--- src/design/scene_text_tokenizer_macros.svh ---
// assertion macros used by the tokenizer top level
`ifndef SCENE_TEXT_TOKENIZER_MACROS_SVH
`define SCENE_TEXT_TOKENIZER_MACROS_SVH

// same-cycle implication, checked out of reset
`define STT_ASSERT_IMPLY(lbl, ante, cons, msg) \
	lbl: assert property (@(posedge clk) disable iff (!arst_n) (ante) |-> (cons)) \
		else $error(msg);

// next-cycle implication, checked out of reset
`define STT_ASSERT_NEXT(lbl, ante, cons, msg) \
	lbl: assert property (@(posedge clk) disable iff (!arst_n) (ante) |=> (cons)) \
		else $error(msg);

`endif

--- src/design/stt_pkg.sv ---
`default_nettype none

package stt_pkg;

	localparam int POSITION_BITS = 32;
	localparam int LENGTH_BITS = 16;
	localparam int KIND_BITS = 4;

	localparam int QUEUE_DEPTH = 4;
	localparam int QUEUE_PTR_BITS = $clog2(QUEUE_DEPTH);

	localparam logic [LENGTH_BITS-1:0] LEN_MAX = '1;
	localparam logic [LENGTH_BITS-1:0] LEN_ZERO = '0;
	localparam logic [LENGTH_BITS-1:0] LEN_ONE = LENGTH_BITS'(1);

	localparam logic [7:0] CH_NUL = 8'h00;
	localparam logic [7:0] CH_TAB = 8'h09;
	localparam logic [7:0] CH_LF = 8'h0a;
	localparam logic [7:0] CH_SPACE = 8'h20;
	localparam logic [7:0] CH_QUOTE = 8'h22;
	localparam logic [7:0] CH_HASH = 8'h23;
	localparam logic [7:0] CH_POINT = 8'h2e;
	localparam logic [7:0] CH_LBRACK = 8'h5b;
	localparam logic [7:0] CH_RBRACK = 8'h5d;
	localparam logic [7:0] CH_UNDER = 8'h5f;

	typedef enum logic [2:0] {
		MODE_IDLE    = 3'd0,
		MODE_IDENT   = 3'd1,
		MODE_INT     = 3'd2,
		MODE_FRAC    = 3'd3,
		MODE_STRING  = 3'd4,
		MODE_COMMENT = 3'd5,
		MODE_POINT   = 3'd6,
		MODE_DRAIN   = 3'd7
	} mode_t;

	typedef enum logic [KIND_BITS-1:0] {
		KIND_IDENT   = 4'd0,
		KIND_NUMBER  = 4'd1,
		KIND_STRING  = 4'd2,
		KIND_COMMENT = 4'd3,
		KIND_LEFT    = 4'd4,
		KIND_RIGHT   = 4'd5,
		KIND_NEWLINE = 4'd6,
		KIND_EOF     = 4'd7,
		KIND_ERROR   = 4'd8
	} kind_t;

	typedef struct packed {
		kind_t                    kind;
		logic [POSITION_BITS-1:0] start;
		logic [LENGTH_BITS-1:0]   length;
	} report_t;

	// all reports caused by one byte; rep1 only counts when two is set
	typedef struct packed {
		report_t rep0;
		report_t rep1;
		logic    two;
	} entry_t;

	function automatic logic is_digit(input logic [7:0] b);
		return (b >= 8'h30) && (b <= 8'h39);
	endfunction

	function automatic logic is_alpha(input logic [7:0] b);
		return ((b >= 8'h41) && (b <= 8'h5a)) || ((b >= 8'h61) && (b <= 8'h7a));
	endfunction

	function automatic logic [LENGTH_BITS-1:0] sat_inc(input logic [LENGTH_BITS-1:0] x);
		return (x == LEN_MAX) ? x : x + LEN_ONE;
	endfunction

endpackage

`default_nettype wire

--- src/design/scene_text_tokenizer.sv ---
`default_nettype none

// Scene text tokenizer. Takes one byte of scene text per transfer on the
// input channel (zero byte = end of file) and reports every finished token
// as kind, start offset and saturating length on the output channel. One
// byte is taken every cycle as long as the four-entry report queue between
// the front end and the output stage has room. A byte that closes an
// identifier, number or comment and also makes a report of its own gives
// two reports; the output stage sends one report per cycle unless the
// output is stalled, and the queue absorbs short bursts of such bytes. A
// report passes a queue slot and then the output register. After an error
// report not made by a zero byte, bytes are swallowed up to and including
// the next zero byte. Offsets count every byte since reset and wrap.

`include "scene_text_tokenizer_macros.svh"

module scene_text_tokenizer import stt_pkg::*; (
	input  wire logic                clk,
	input  wire logic                arst_n,
	// input channel
	input  wire logic                in_valid,
	output logic                     in_stall,
	input  wire logic [7:0]          text_byte,
	// output channel
	output logic                     out_valid,
	input  wire logic                out_stall,
	output logic [KIND_BITS-1:0]     token_kind,
	output logic [POSITION_BITS-1:0] token_start,
	output logic [LENGTH_BITS-1:0]   token_length,
	output logic                     last_of_run
);

	// front end to queue
	logic   push;
	entry_t push_entry;
	logic   queue_full;

	// queue to output stage
	entry_t head_entry;
	logic   queue_empty;
	logic   pop;

	// the front end stalls only when the queue has no free entry
	assign in_stall = queue_full;

	// byte classification and token state machine
	stt_front u_front (
		.clk        (clk),
		.arst_n     (arst_n),
		.in_valid   (in_valid),
		.text_byte  (text_byte),
		.queue_full (queue_full),
		.push       (push),
		.push_entry (push_entry)
	);

	// report queue, one entry per report-producing byte
	stt_fifo u_fifo (
		.clk        (clk),
		.arst_n     (arst_n),
		.push       (push),
		.push_entry (push_entry),
		.pop        (pop),
		.head_entry (head_entry),
		.empty      (queue_empty),
		.full       (queue_full)
	);

	// splits entries into single reports behind an output register
	stt_back u_back (
		.clk          (clk),
		.arst_n       (arst_n),
		.head_entry   (head_entry),
		.empty        (queue_empty),
		.pop          (pop),
		.out_valid    (out_valid),
		.out_stall    (out_stall),
		.token_kind   (token_kind),
		.token_start  (token_start),
		.token_length (token_length),
		.last_of_run  (last_of_run)
	);

	// end of file always has zero length
	`STT_ASSERT_IMPLY(a_eof_len, out_valid && token_kind == KIND_EOF, token_length == '0, "eof report with nonzero length")

	// single-byte tokens always have length one
	`STT_ASSERT_IMPLY(a_single_len, out_valid && (token_kind == KIND_LEFT || token_kind == KIND_RIGHT || token_kind == KIND_NEWLINE), token_length == LEN_ONE, "single-byte token with wrong length")

	// an error is never followed by another report of the same byte
	`STT_ASSERT_IMPLY(a_error_last, out_valid && token_kind == KIND_ERROR, last_of_run, "error report not last of its byte")

	// a report of a byte that still has one more is followed by output valid
	`STT_ASSERT_NEXT(a_pair_follows, out_valid && !out_stall && !last_of_run, out_valid, "second report of a byte missing")

endmodule

`default_nettype wire

--- src/design/stt_front.sv ---
`default_nettype none

module stt_front import stt_pkg::*; (
	input  wire logic       clk,
	input  wire logic       arst_n,
	input  wire logic       in_valid,
	input  wire logic [7:0] text_byte,
	input  wire logic       queue_full,
	output logic            push,
	output entry_t          push_entry
);

	mode_t                    mode_q, mode_d;
	logic [POSITION_BITS-1:0] pos_q;
	logic [POSITION_BITS-1:0] start_q, start_d;
	logic [LENGTH_BITS-1:0]   len_q, len_d;

	logic                     accept;
	logic                     any_report;

	// between-token handling of the current byte
	logic                     id_emit;
	report_t                  id_rep;
	mode_t                    id_mode;
	logic [POSITION_BITS-1:0] id_start;
	logic [LENGTH_BITS-1:0]   id_len;

	assign accept = in_valid && !queue_full;
	assign push = accept && any_report;

	always_comb begin
		id_emit = 1'b0;
		id_rep = '{kind: KIND_EOF, start: pos_q, length: LEN_ZERO};
		id_mode = MODE_IDLE;
		id_start = start_q;
		id_len = len_q;
		priority if (text_byte == CH_SPACE || text_byte == CH_TAB) begin
			id_emit = 1'b0;
		end else if (text_byte == CH_NUL) begin
			id_emit = 1'b1;
		end else if (text_byte == CH_LF) begin
			id_emit = 1'b1;
			id_rep.kind = KIND_NEWLINE;
			id_rep.length = LEN_ONE;
		end else if (text_byte == CH_LBRACK) begin
			id_emit = 1'b1;
			id_rep.kind = KIND_LEFT;
			id_rep.length = LEN_ONE;
		end else if (text_byte == CH_RBRACK) begin
			id_emit = 1'b1;
			id_rep.kind = KIND_RIGHT;
			id_rep.length = LEN_ONE;
		end else if (text_byte == CH_HASH) begin
			id_mode = MODE_COMMENT;
			id_start = pos_q;
			id_len = LEN_ONE;
		end else if (text_byte == CH_QUOTE) begin
			id_mode = MODE_STRING;
			id_start = pos_q + POSITION_BITS'(1);
			id_len = LEN_ZERO;
		end else if (text_byte == CH_POINT) begin
			id_mode = MODE_POINT;
			id_start = pos_q;
			id_len = LEN_ONE;
		end else if (is_digit(text_byte)) begin
			id_mode = MODE_INT;
			id_start = pos_q;
			id_len = LEN_ONE;
		end else if (is_alpha(text_byte) || text_byte == CH_UNDER) begin
			id_mode = MODE_IDENT;
			id_start = pos_q;
			id_len = LEN_ONE;
		end else begin
			// stray byte, never zero here
			id_emit = 1'b1;
			id_rep.kind = KIND_ERROR;
			id_rep.length = LEN_ONE;
			id_mode = MODE_DRAIN;
			id_start = pos_q;
			id_len = LEN_ZERO;
		end
	end

	always_comb begin
		mode_d = mode_q;
		start_d = start_q;
		len_d = len_q;
		any_report = 1'b0;
		push_entry.rep0 = id_rep;
		push_entry.rep1 = id_rep;
		push_entry.two = 1'b0;
		unique case (mode_q)
			MODE_IDLE: begin
				mode_d = id_mode;
				start_d = id_start;
				len_d = id_len;
				any_report = id_emit;
			end
			MODE_IDENT: begin
				if (is_alpha(text_byte) || is_digit(text_byte) || text_byte == CH_UNDER) begin
					len_d = sat_inc(len_q);
				end else begin
					push_entry.rep0 = '{kind: KIND_IDENT, start: start_q, length: len_q};
					push_entry.two = id_emit;
					any_report = 1'b1;
					mode_d = id_mode;
					start_d = id_start;
					len_d = id_len;
				end
			end
			MODE_INT, MODE_FRAC: begin
				priority if (is_digit(text_byte)) begin
					len_d = sat_inc(len_q);
				end else if (text_byte == CH_POINT && mode_q == MODE_INT) begin
					len_d = sat_inc(len_q);
					mode_d = MODE_FRAC;
				end else if (is_alpha(text_byte)) begin
					push_entry.rep0 = '{kind: KIND_ERROR, start: start_q,
						length: sat_inc(len_q)};
					any_report = 1'b1;
					mode_d = MODE_DRAIN;
				end else begin
					push_entry.rep0 = '{kind: KIND_NUMBER, start: start_q, length: len_q};
					push_entry.two = id_emit;
					any_report = 1'b1;
					mode_d = id_mode;
					start_d = id_start;
					len_d = id_len;
				end
			end
			MODE_STRING: begin
				priority if (text_byte == CH_QUOTE) begin
					push_entry.rep0 = '{kind: KIND_STRING, start: start_q, length: len_q};
					any_report = 1'b1;
					mode_d = MODE_IDLE;
				end else if (text_byte == CH_NUL) begin
					push_entry.rep0 = '{kind: KIND_ERROR, start: start_q,
						length: sat_inc(len_q)};
					any_report = 1'b1;
					mode_d = MODE_IDLE;
				end else begin
					len_d = sat_inc(len_q);
				end
			end
			MODE_COMMENT: begin
				if (text_byte == CH_LF || text_byte == CH_NUL) begin
					push_entry.rep0 = '{kind: KIND_COMMENT, start: start_q, length: len_q};
					push_entry.two = id_emit;
					any_report = 1'b1;
					mode_d = id_mode;
					start_d = id_start;
					len_d = id_len;
				end else begin
					len_d = sat_inc(len_q);
				end
			end
			MODE_POINT: begin
				if (is_digit(text_byte)) begin
					len_d = sat_inc(len_q);
					mode_d = MODE_FRAC;
				end else begin
					push_entry.rep0 = '{kind: KIND_ERROR, start: start_q,
						length: sat_inc(len_q)};
					any_report = 1'b1;
					mode_d = (text_byte == CH_NUL) ? MODE_IDLE : MODE_DRAIN;
				end
			end
			MODE_DRAIN: begin
				if (text_byte == CH_NUL) begin
					mode_d = MODE_IDLE;
				end
			end
		endcase
	end

	always_ff @(posedge clk or negedge arst_n) begin
		if (!arst_n) begin
			mode_q <= MODE_IDLE;
			pos_q <= '0;
			start_q <= '0;
			len_q <= '0;
		end else if (accept) begin
			mode_q <= mode_d;
			pos_q <= pos_q + POSITION_BITS'(1);
			start_q <= start_d;
			len_q <= len_d;
		end
	end

endmodule

`default_nettype wire

--- src/design/stt_fifo.sv ---
`default_nettype none

module stt_fifo import stt_pkg::*; (
	input  wire logic   clk,
	input  wire logic   arst_n,
	input  wire logic   push,
	input  wire entry_t push_entry,
	input  wire logic   pop,
	output entry_t      head_entry,
	output logic        empty,
	output logic        full
);

	entry_t                    slots_q [QUEUE_DEPTH];
	logic [QUEUE_PTR_BITS-1:0] wr_ptr_q;
	logic [QUEUE_PTR_BITS-1:0] rd_ptr_q;
	logic [QUEUE_PTR_BITS:0]   count_q;

	assign empty = (count_q == '0);
	assign full = (count_q == (QUEUE_PTR_BITS+1)'(QUEUE_DEPTH));
	assign head_entry = slots_q[rd_ptr_q];

	always_ff @(posedge clk) begin
		if (push) begin
			slots_q[wr_ptr_q] <= push_entry;
		end
	end

	always_ff @(posedge clk or negedge arst_n) begin
		if (!arst_n) begin
			wr_ptr_q <= '0;
			rd_ptr_q <= '0;
			count_q <= '0;
		end else begin
			if (push) begin
				wr_ptr_q <= wr_ptr_q + QUEUE_PTR_BITS'(1);
			end
			if (pop) begin
				rd_ptr_q <= rd_ptr_q + QUEUE_PTR_BITS'(1);
			end
			unique case ({push, pop})
				2'b10: count_q <= count_q + (QUEUE_PTR_BITS+1)'(1);
				2'b01: count_q <= count_q - (QUEUE_PTR_BITS+1)'(1);
				default: count_q <= count_q;
			endcase
		end
	end

endmodule

`default_nettype wire

--- src/design/stt_back.sv ---
`default_nettype none

module stt_back import stt_pkg::*; (
	input  wire logic                clk,
	input  wire logic                arst_n,
	input  wire entry_t              head_entry,
	input  wire logic                empty,
	output logic                     pop,
	output logic                     out_valid,
	input  wire logic                out_stall,
	output logic [KIND_BITS-1:0]     token_kind,
	output logic [POSITION_BITS-1:0] token_start,
	output logic [LENGTH_BITS-1:0]   token_length,
	output logic                     last_of_run
);

	logic    out_valid_q;
	report_t out_rep_q;
	logic    out_last_q;
	logic    pend_valid_q;
	report_t pend_rep_q;
	logic    load;

	assign load = !out_valid_q || !out_stall;
	assign pop = load && !pend_valid_q && !empty;

	assign out_valid = out_valid_q;
	assign token_kind = out_rep_q.kind;
	assign token_start = out_rep_q.start;
	assign token_length = out_rep_q.length;
	assign last_of_run = out_last_q;

	always_ff @(posedge clk or negedge arst_n) begin
		if (!arst_n) begin
			out_valid_q <= 1'b0;
			pend_valid_q <= 1'b0;
		end else if (load) begin
			if (pend_valid_q) begin
				out_valid_q <= 1'b1;
				pend_valid_q <= 1'b0;
			end else begin
				out_valid_q <= !empty;
				pend_valid_q <= !empty && head_entry.two;
			end
		end
	end

	always_ff @(posedge clk) begin
		if (load) begin
			if (pend_valid_q) begin
				out_rep_q <= pend_rep_q;
				out_last_q <= 1'b1;
			end else if (!empty) begin
				out_rep_q <= head_entry.rep0;
				out_last_q <= !head_entry.two;
				pend_rep_q <= head_entry.rep1;
			end
		end
	end

endmodule

`default_nettype wire
--- config.mk ---
export PLATFORM = sky130hd
export DESIGN_NAME = scene_text_tokenizer
export DESIGN_NICKNAME = d
export VERILOG_FILES = /design/src/design/stt_pkg.sv /design/src/design/scene_text_tokenizer.sv /design/src/design/stt_front.sv /design/src/design/stt_fifo.sv /design/src/design/stt_back.sv
export VERILOG_INCLUDE_DIRS = /design/src /design/src/design
export SDC_FILE = /design/constraint.sdc
export NUM_CORES = 1
export LEC_CHECK = 0
export ABC_AREA = 1
export ABC_CLOCK_PERIOD_IN_PS = 14600
export BUFFER_PORTS_ARGS = -buffer_cell sky130_fd_sc_hd__buf_2
export CAP_MARGIN = 20
export CORE_AREA = 4 4 248 201
export DETAILED_ROUTE_END_ITERATION = 16
export DIE_AREA = 0 0 252 205
export PLACE_DENSITY_LB_ADDON = 0.25
export SLEW_MARGIN = 30
export SYNTH_ARGS = -nofsm -noshare
export SYNTH_HDL_FRONTEND = slang
export SYNTH_SLANG_ARGS = --single-unit
--- constraint.sdc ---
create_clock -name clk -period 14.6 [get_ports clk]
set_clock_uncertainty 0.1 [all_clocks]
set_input_delay 1.46 -clock clk [delete_from_list [all_inputs] [get_ports clk]]
set_output_delay 1.46 -clock clk [all_outputs]
set_load 0.05 [all_outputs]
After elaboration in Yosys (flattened, before gate mapping):

Memory sizes are Yosys's and may differ from the RTL's.
Cells that the tools add are included.

* word-level logic and storage cells: 209
* bits of input ports: 12
* register bits after elaboration: 197
* memories kept: 1
* output and inout bits: 55
* bits in writable memories: 420

Memories
* u_fifo.slots_q: words 4, width 105, read ports 1, clocked after memory_dff 0, write ports 1, RTL line stt_fifo.sv:14 `entry_t slots_q [QUEUE_DEPTH];`

* add/subtract/negate cells: 6
* bitwise logic cells: 2
* reduce and logical (&&, ||, !) cells: 34
* multiplexer cells: 114
* order comparisons: 6
* eq/ne operators: 30

Operator list (number)
* $mux 52: 10
* $mux 16: 27
* $mux 32: 12
* $pmux 52 s5: 1
* $pmux 32 s4: 1
* $pmux 16 s6: 1
* $mux 3: 19
* $mux 4: 10
* $add 32x1->32 const B: 1
* $eq 8x6->1 const B: 4
* $mux 1: 29
* $eq 8x7->1 const B: 3
* $pmux 3 s7: 1
* $add 16x1->16 const B: 1
* $eq 16x16->1 const B: 1
* $eq 8x4->1 const B: 2
* $ge 8x7->1 const B: 2
* $le 8x7->1 const B: 2
* $eq 3x3->1 const B: 5
* $ne 2x2->1 const B: 7
* $logic_and 1x1->1: 9
* $ge 8x6->1 const B: 1
* $le 8x6->1 const B: 1
* $logic_not 8->1: 1
* 25 further kinds: 41

Logic depth before layout (Yosys ltp):

* depth after elaboration: 18
* gate-level depth with buffers: 18

Cells and area by module:

From an unflattened synthesis, not the netlist that was laid out.

* cells, all modules: 2582
* area total of the unflattened synthesis: 28607.4 um^2

By module, submodules not included
* stt_fifo: area an instance 17989.8 um^2, sequential area each 12787.3 um^2, cells an instance 1274, times used 1
* stt_front: area an instance 6665.1 um^2, sequential area each 2077.0 um^2, cells an instance 1021, times used 1
* stt_back: area an instance 3952.5 um^2, sequential area each 3203.1 um^2, cells an instance 287, times used 1

Worst setup path after synthesis:

OpenSTA, ideal clock, no wires.

* path type: input-to-reg
* from: input text_byte[1]
* to: memory u_fifo.slots_q[0][0] (netlist name) (enable)
* required time: 13.961 ns
* path slack: 7.629 ns
* stages on the path: 12
* arrival time: 6.332 ns
* cell sequence: buf_2 -> nor2_2 -> nand2_2 -> nor2_4 -> inv_2 -> nand2_1 -> nand2_1 -> nand2_1 -> nor2_1 -> nand3_1 -> nand2_2 -> nor2_1

* cells in the longest elaborated chain, start to end: 18
* elaborated cells between the ends (all ways): 47
* classes of those cells: order compare (6); eq/ne (9); mux (20); reduce/logical (12)

Ends and longest elaborated chain
* from (decl): RTL line scene_text_tokenizer.sv:23 `input wire logic [7:0] text_byte,`
* $ge 8x7->1 or $le 8x7->1 (tied branches): RTL line stt_pkg.sv:68 `return ((b >= 8'h41) && (b <= 8'h5a)) || ((b >= 8'h61) && (b <= 8'h7a));`
* $logic_and 1x1->1: RTL line stt_pkg.sv:68
* $logic_or 1x1->1: RTL line stt_pkg.sv:68
* $logic_or 1x1->1: RTL line stt_front.sv:69 `end else if (is_alpha(text_byte) || text_byte == CH_UNDER) begin`
* $mux 1: RTL line stt_front.sv:69
* $mux 1: RTL line stt_front.sv:65 `end else if (is_digit(text_byte)) begin`
* $mux 1: RTL line stt_front.sv:61 `end else if (text_byte == CH_POINT) begin`
* $mux 1: RTL line stt_front.sv:57 `end else if (text_byte == CH_QUOTE) begin`
* (+2 left out)
* $mux 1: RTL line stt_front.sv:45 `end else if (text_byte == CH_LBRACK) begin`
* $mux 1: RTL line stt_front.sv:41 `end else if (text_byte == CH_LF) begin`
* $mux 1: RTL line stt_front.sv:39 `end else if (text_byte == CH_NUL) begin`
* $mux 1: RTL line stt_front.sv:37 `priority if (text_byte == CH_SPACE || text_byte == CH_TAB) begin`
* $pmux 1 s6 *: RTL line stt_front.sv:92 `unique case (mode_q)`
* $logic_and 1x1->1 *: RTL line stt_front.sv:29 `assign push = accept && any_report;`
* $mux 1 *: RTL line stt_fifo.sv:24 `if (push) begin`
* $mux 1 (implied by the code) *: RTL line stt_fifo.sv:25 `slots_q[wr_ptr_q] <= push_entry;`
* to (decl): RTL line stt_fifo.sv:14

Every way passes the cells marked *; elsewhere a longest branch is shown, timed or not.

Worst setup path after layout:

* from: input text_byte[6]
* to: memory u_fifo.slots_q[1][79] (netlist name) (enable)

The elaborated chain is that of the path after synthesis.

==> metrics.yaml <==
status: "finished clean"
tns_ps: 0
synth-compound-area-share_pct: 9.75
synth_warnings: 0
cts.sinks: 542
htreeDepth: 2
postSynthAreaPerCell_um2: 10.5
fp.dieW_um: 252
cts_buffers: 53
cts_tree: "yes"
final_common_cell: "edfxtp_1"
wl_per_cell_um: 19.5
synth-simple-area-share_pct: 17.1
via_per_inst: 5.60
synth_top_family_by_area: "simple AND/OR/NAND/NOR gates"
hold_class: "register to register"
crit_type: "primary input to register"
post-route-drc-count: 0
p_leak_nw: 9.86
synthDistinctLibCells: 40
top_layer_used: "met4"
fin_nets: 2292
grt_pass1_vias: 15500
met2_length_um: 25300
cap_violations: 0
post-route-period-util_pct: 32.0
worstPathArrival_ps: 4800
slew_violations: 0
ys_seq_area_share_pct: 67.3
synth.ff_latch_count: 542
initial_core_util_pct: 49.9
multi_input_area_um2: 6750
m1WireLength_um: 26800
met3_length_um: 4250
grt_pass1_wl_um: 89600
finalSetupViolCount: 0
finalHoldViolations: 0
synth_nets: 2261
synth-adder-area-share_pct: 0.458
routed_wl_um: 57300
drtPass1Iterations: 5
die-area_um2: 51700
fp.dieH_um: 205
drive_gt1_share_pct: 9.25
cts_root_buffer: "clkbuf_16"
antenna_found_initial: 1
io_buffer_count: 66
core_um2: 47100
ctsResizeCount: 0
layout_common_cells: "edfxtp_1 (450), nor2_1 (434), nand2_1 (410), o21ai_0 (299), inv_1 (110)"
p_per_area_nw_per_um2: 224
area_growth_pct: 11.1
cts_buffer_depth: 3
regArea_um2: 15800
vias: 16400
power_mw: 5.85
post_cts_buffers: 0
clk_latency_ps: 610
grt_start_max_net_pins: 105
required_ps: 14730
ant_nets: 0
drt-initial-drc-count: 1664
vdd_drop_max_uv: 200
muxShareOfSynthArea_pct: 0
tightest_slew_ps: 967
rows: 71
gp_congestion: 0.922
cts-hold-fix-buffers: 0
grt.total_usage_pct: 22.1
io_pins: 67
maxSlewHeadroom_pct: 35.5
clk_pin_slew_ps: 60
cp-start-kind: "primary input"
fillers: 4037
antenna_cells: 0
synthXorXnorAreaFrac_pct: 1.27
max_freq_mhz: 214
period_minus_slack_ps: 4670
hpwl_um: 33700
rsz0062_at_grt: "false"
hold_slack_ps: 385
critPathMaxFanout: 39
synth.cell_area_um2: 23500
overflow: 0
syn_inst: 2241
cp-end-kind: "register"
## worst max-delay path, cell delays in order
cell and delay [ps]:
buf_2 110, nor2_1 170, nand2_1 190, nor2_4 230
inv_2 90, nand2_1 100, nand2_1 210, nand2_1 120
nor2_1 50, nand3_1 140, nand2_2 210, nor2_4 430
buf_4 590, buf_4 640
## stage by stage
stage | area (um^2) | setup WS (ps) | std cells | utilization, %
global route | 26100 | 9660 | 2934 | 55.5
finish | 26100 | 9930 | 2934 | 55.5
CTS | 26100 | 9930 | 2933 | 55.4
floorplan | 23500 | 7630 | 2241 | -
detailed placement | 24300 | 9280 | 2836 | 51.6
global placement | 24300 | 9350 | 2836 | 51.6
## final cells by class
class / instances / area share [%]
Inverter: 119 / 1.72
Clock inverter: 37 / 1.66
Timing Repair Buffer: 88 / 2.03
Multi-Input combinational cell: 1468 / 25.9
Sequential cell: 542 / 60.6
Tap cell: 620 / 2.97
Clock buffer: 60 / 5.18
## path summary, 6_finish.rpt
path	start	to	slack (ps)	cells past startpoint
max in group asynchronous	arst_n	u_fifo.rd_ptr_q[0]	12700	2
max	text_byte[6]	u_fifo.slots_q[1][79]	9930	14
min	u_front.start_q[13]	u_front.start_q[13]	380	2
min reg2reg	u_front.start_q[13]	u_front.start_q[13]	380	2
min in group asynchronous	arst_n	u_front.len_q[2]	660	1
max reg2reg	u_front.mode_q[1]	u_fifo.slots_q[1][79]	10720	9
## metal layers
metal	vias to the layer above	GRT usage (%)
met2	594	33.4
met3	65	3.33
met4	0	5.50
met5	-	0
met1	7992	33.9
li1	7767	-
## synthesized netlist by cell type
cell type / instances / area [um^2]
nor2_8: 1 / 20.0
nor2_4: 2 / 22.5
buf_1: 14 / 52.6
inv_2: 6 / 22.5
buf_6: 10 / 113
buf_2: 13 / 65.1
nor2_2: 11 / 68.8
nor3_1: 16 / 80.1
nand3_4: 1 / 17.5
fa_1: 1 / 20.0
a21oi_1: 21 / 105
ha_1: 7 / 87.6
nand4_2: 2 / 25.0
xnor2_1: 5 / 43.8
o21ai_0: 299 / 1500
nor3_2: 1 / 10.0
nand4_1: 13 / 81.3
inv_1: 112 / 420
nand2_1: 410 / 1540
clkbuf_1: 73 / 274
nand3_1: 79 / 395
dfrtp_1: 92 / 2300
o22ai_1: 39 / 244
edfxtp_1: 450 / 13500
buf_4: 1 / 7.51
a211oi_1: 1 / 7.51
o21a_1: 1 / 7.51
nand2_4: 2 / 22.5
clkinv_1: 1 / 3.75
o211ai_1: 1 / 7.51
o21bai_1: 1 / 7.51
nand3_2: 4 / 40.0
or3b_2: 1 / 8.76
nor2_1: 438 / 1640
nand2_2: 7 / 43.8
o21ai_1: 37 / 185
a31oi_1: 37 / 231
nand3b_1: 1 / 7.51
clkbuf_2: 1 / 5.00
xor2_1: 29 / 254
## report_power, final
| group | leakage (nW) | switching [mW] | internal (mW) |
|---|---|---|---|
| logic | 3.54 | 1.45 | 0.456 |
| registers | 5.46 | 0.242 | 2.27 |
| clock network | 0.867 | 0.594 | 0.828 |
## kinds of logic (layout without fill, tap and decap cells)
group,Yosys count,in the layout
AND/OR/NAND/NOR,989,989
XOR/XNOR,34,34
AO/OA/AOI/OAI,437,437
adder cells (fa/ha/maj),8,8
buffers and inverters,231,304
flip-flops,542,542
## sequential cells by signal (all words and copies together) (netlist names)
| name | flops |
|---|---|
| u_front.start_q | 32 |
| u_back.token_length | 16 |
| u_back.token_start | 32 |
| u_fifo.wr_ptr_q | 2 |
| u_back.out_valid | 1 |
| u_fifo.count_q | 3 |
| u_front.mode_q | 3 |
| u_back.token_kind | 4 |
| u_back.last_of_run | 1 |
| u_front.len_q | 16 |
| u_fifo.slots_q | 360 |
| u_back.pend_valid_q | 1 |
| u_front.pos_q | 32 |
| u_back.pend_rep_q | 37 |
| u_fifo.rd_ptr_q | 2 |
Power figures use the tool's default switching activity.
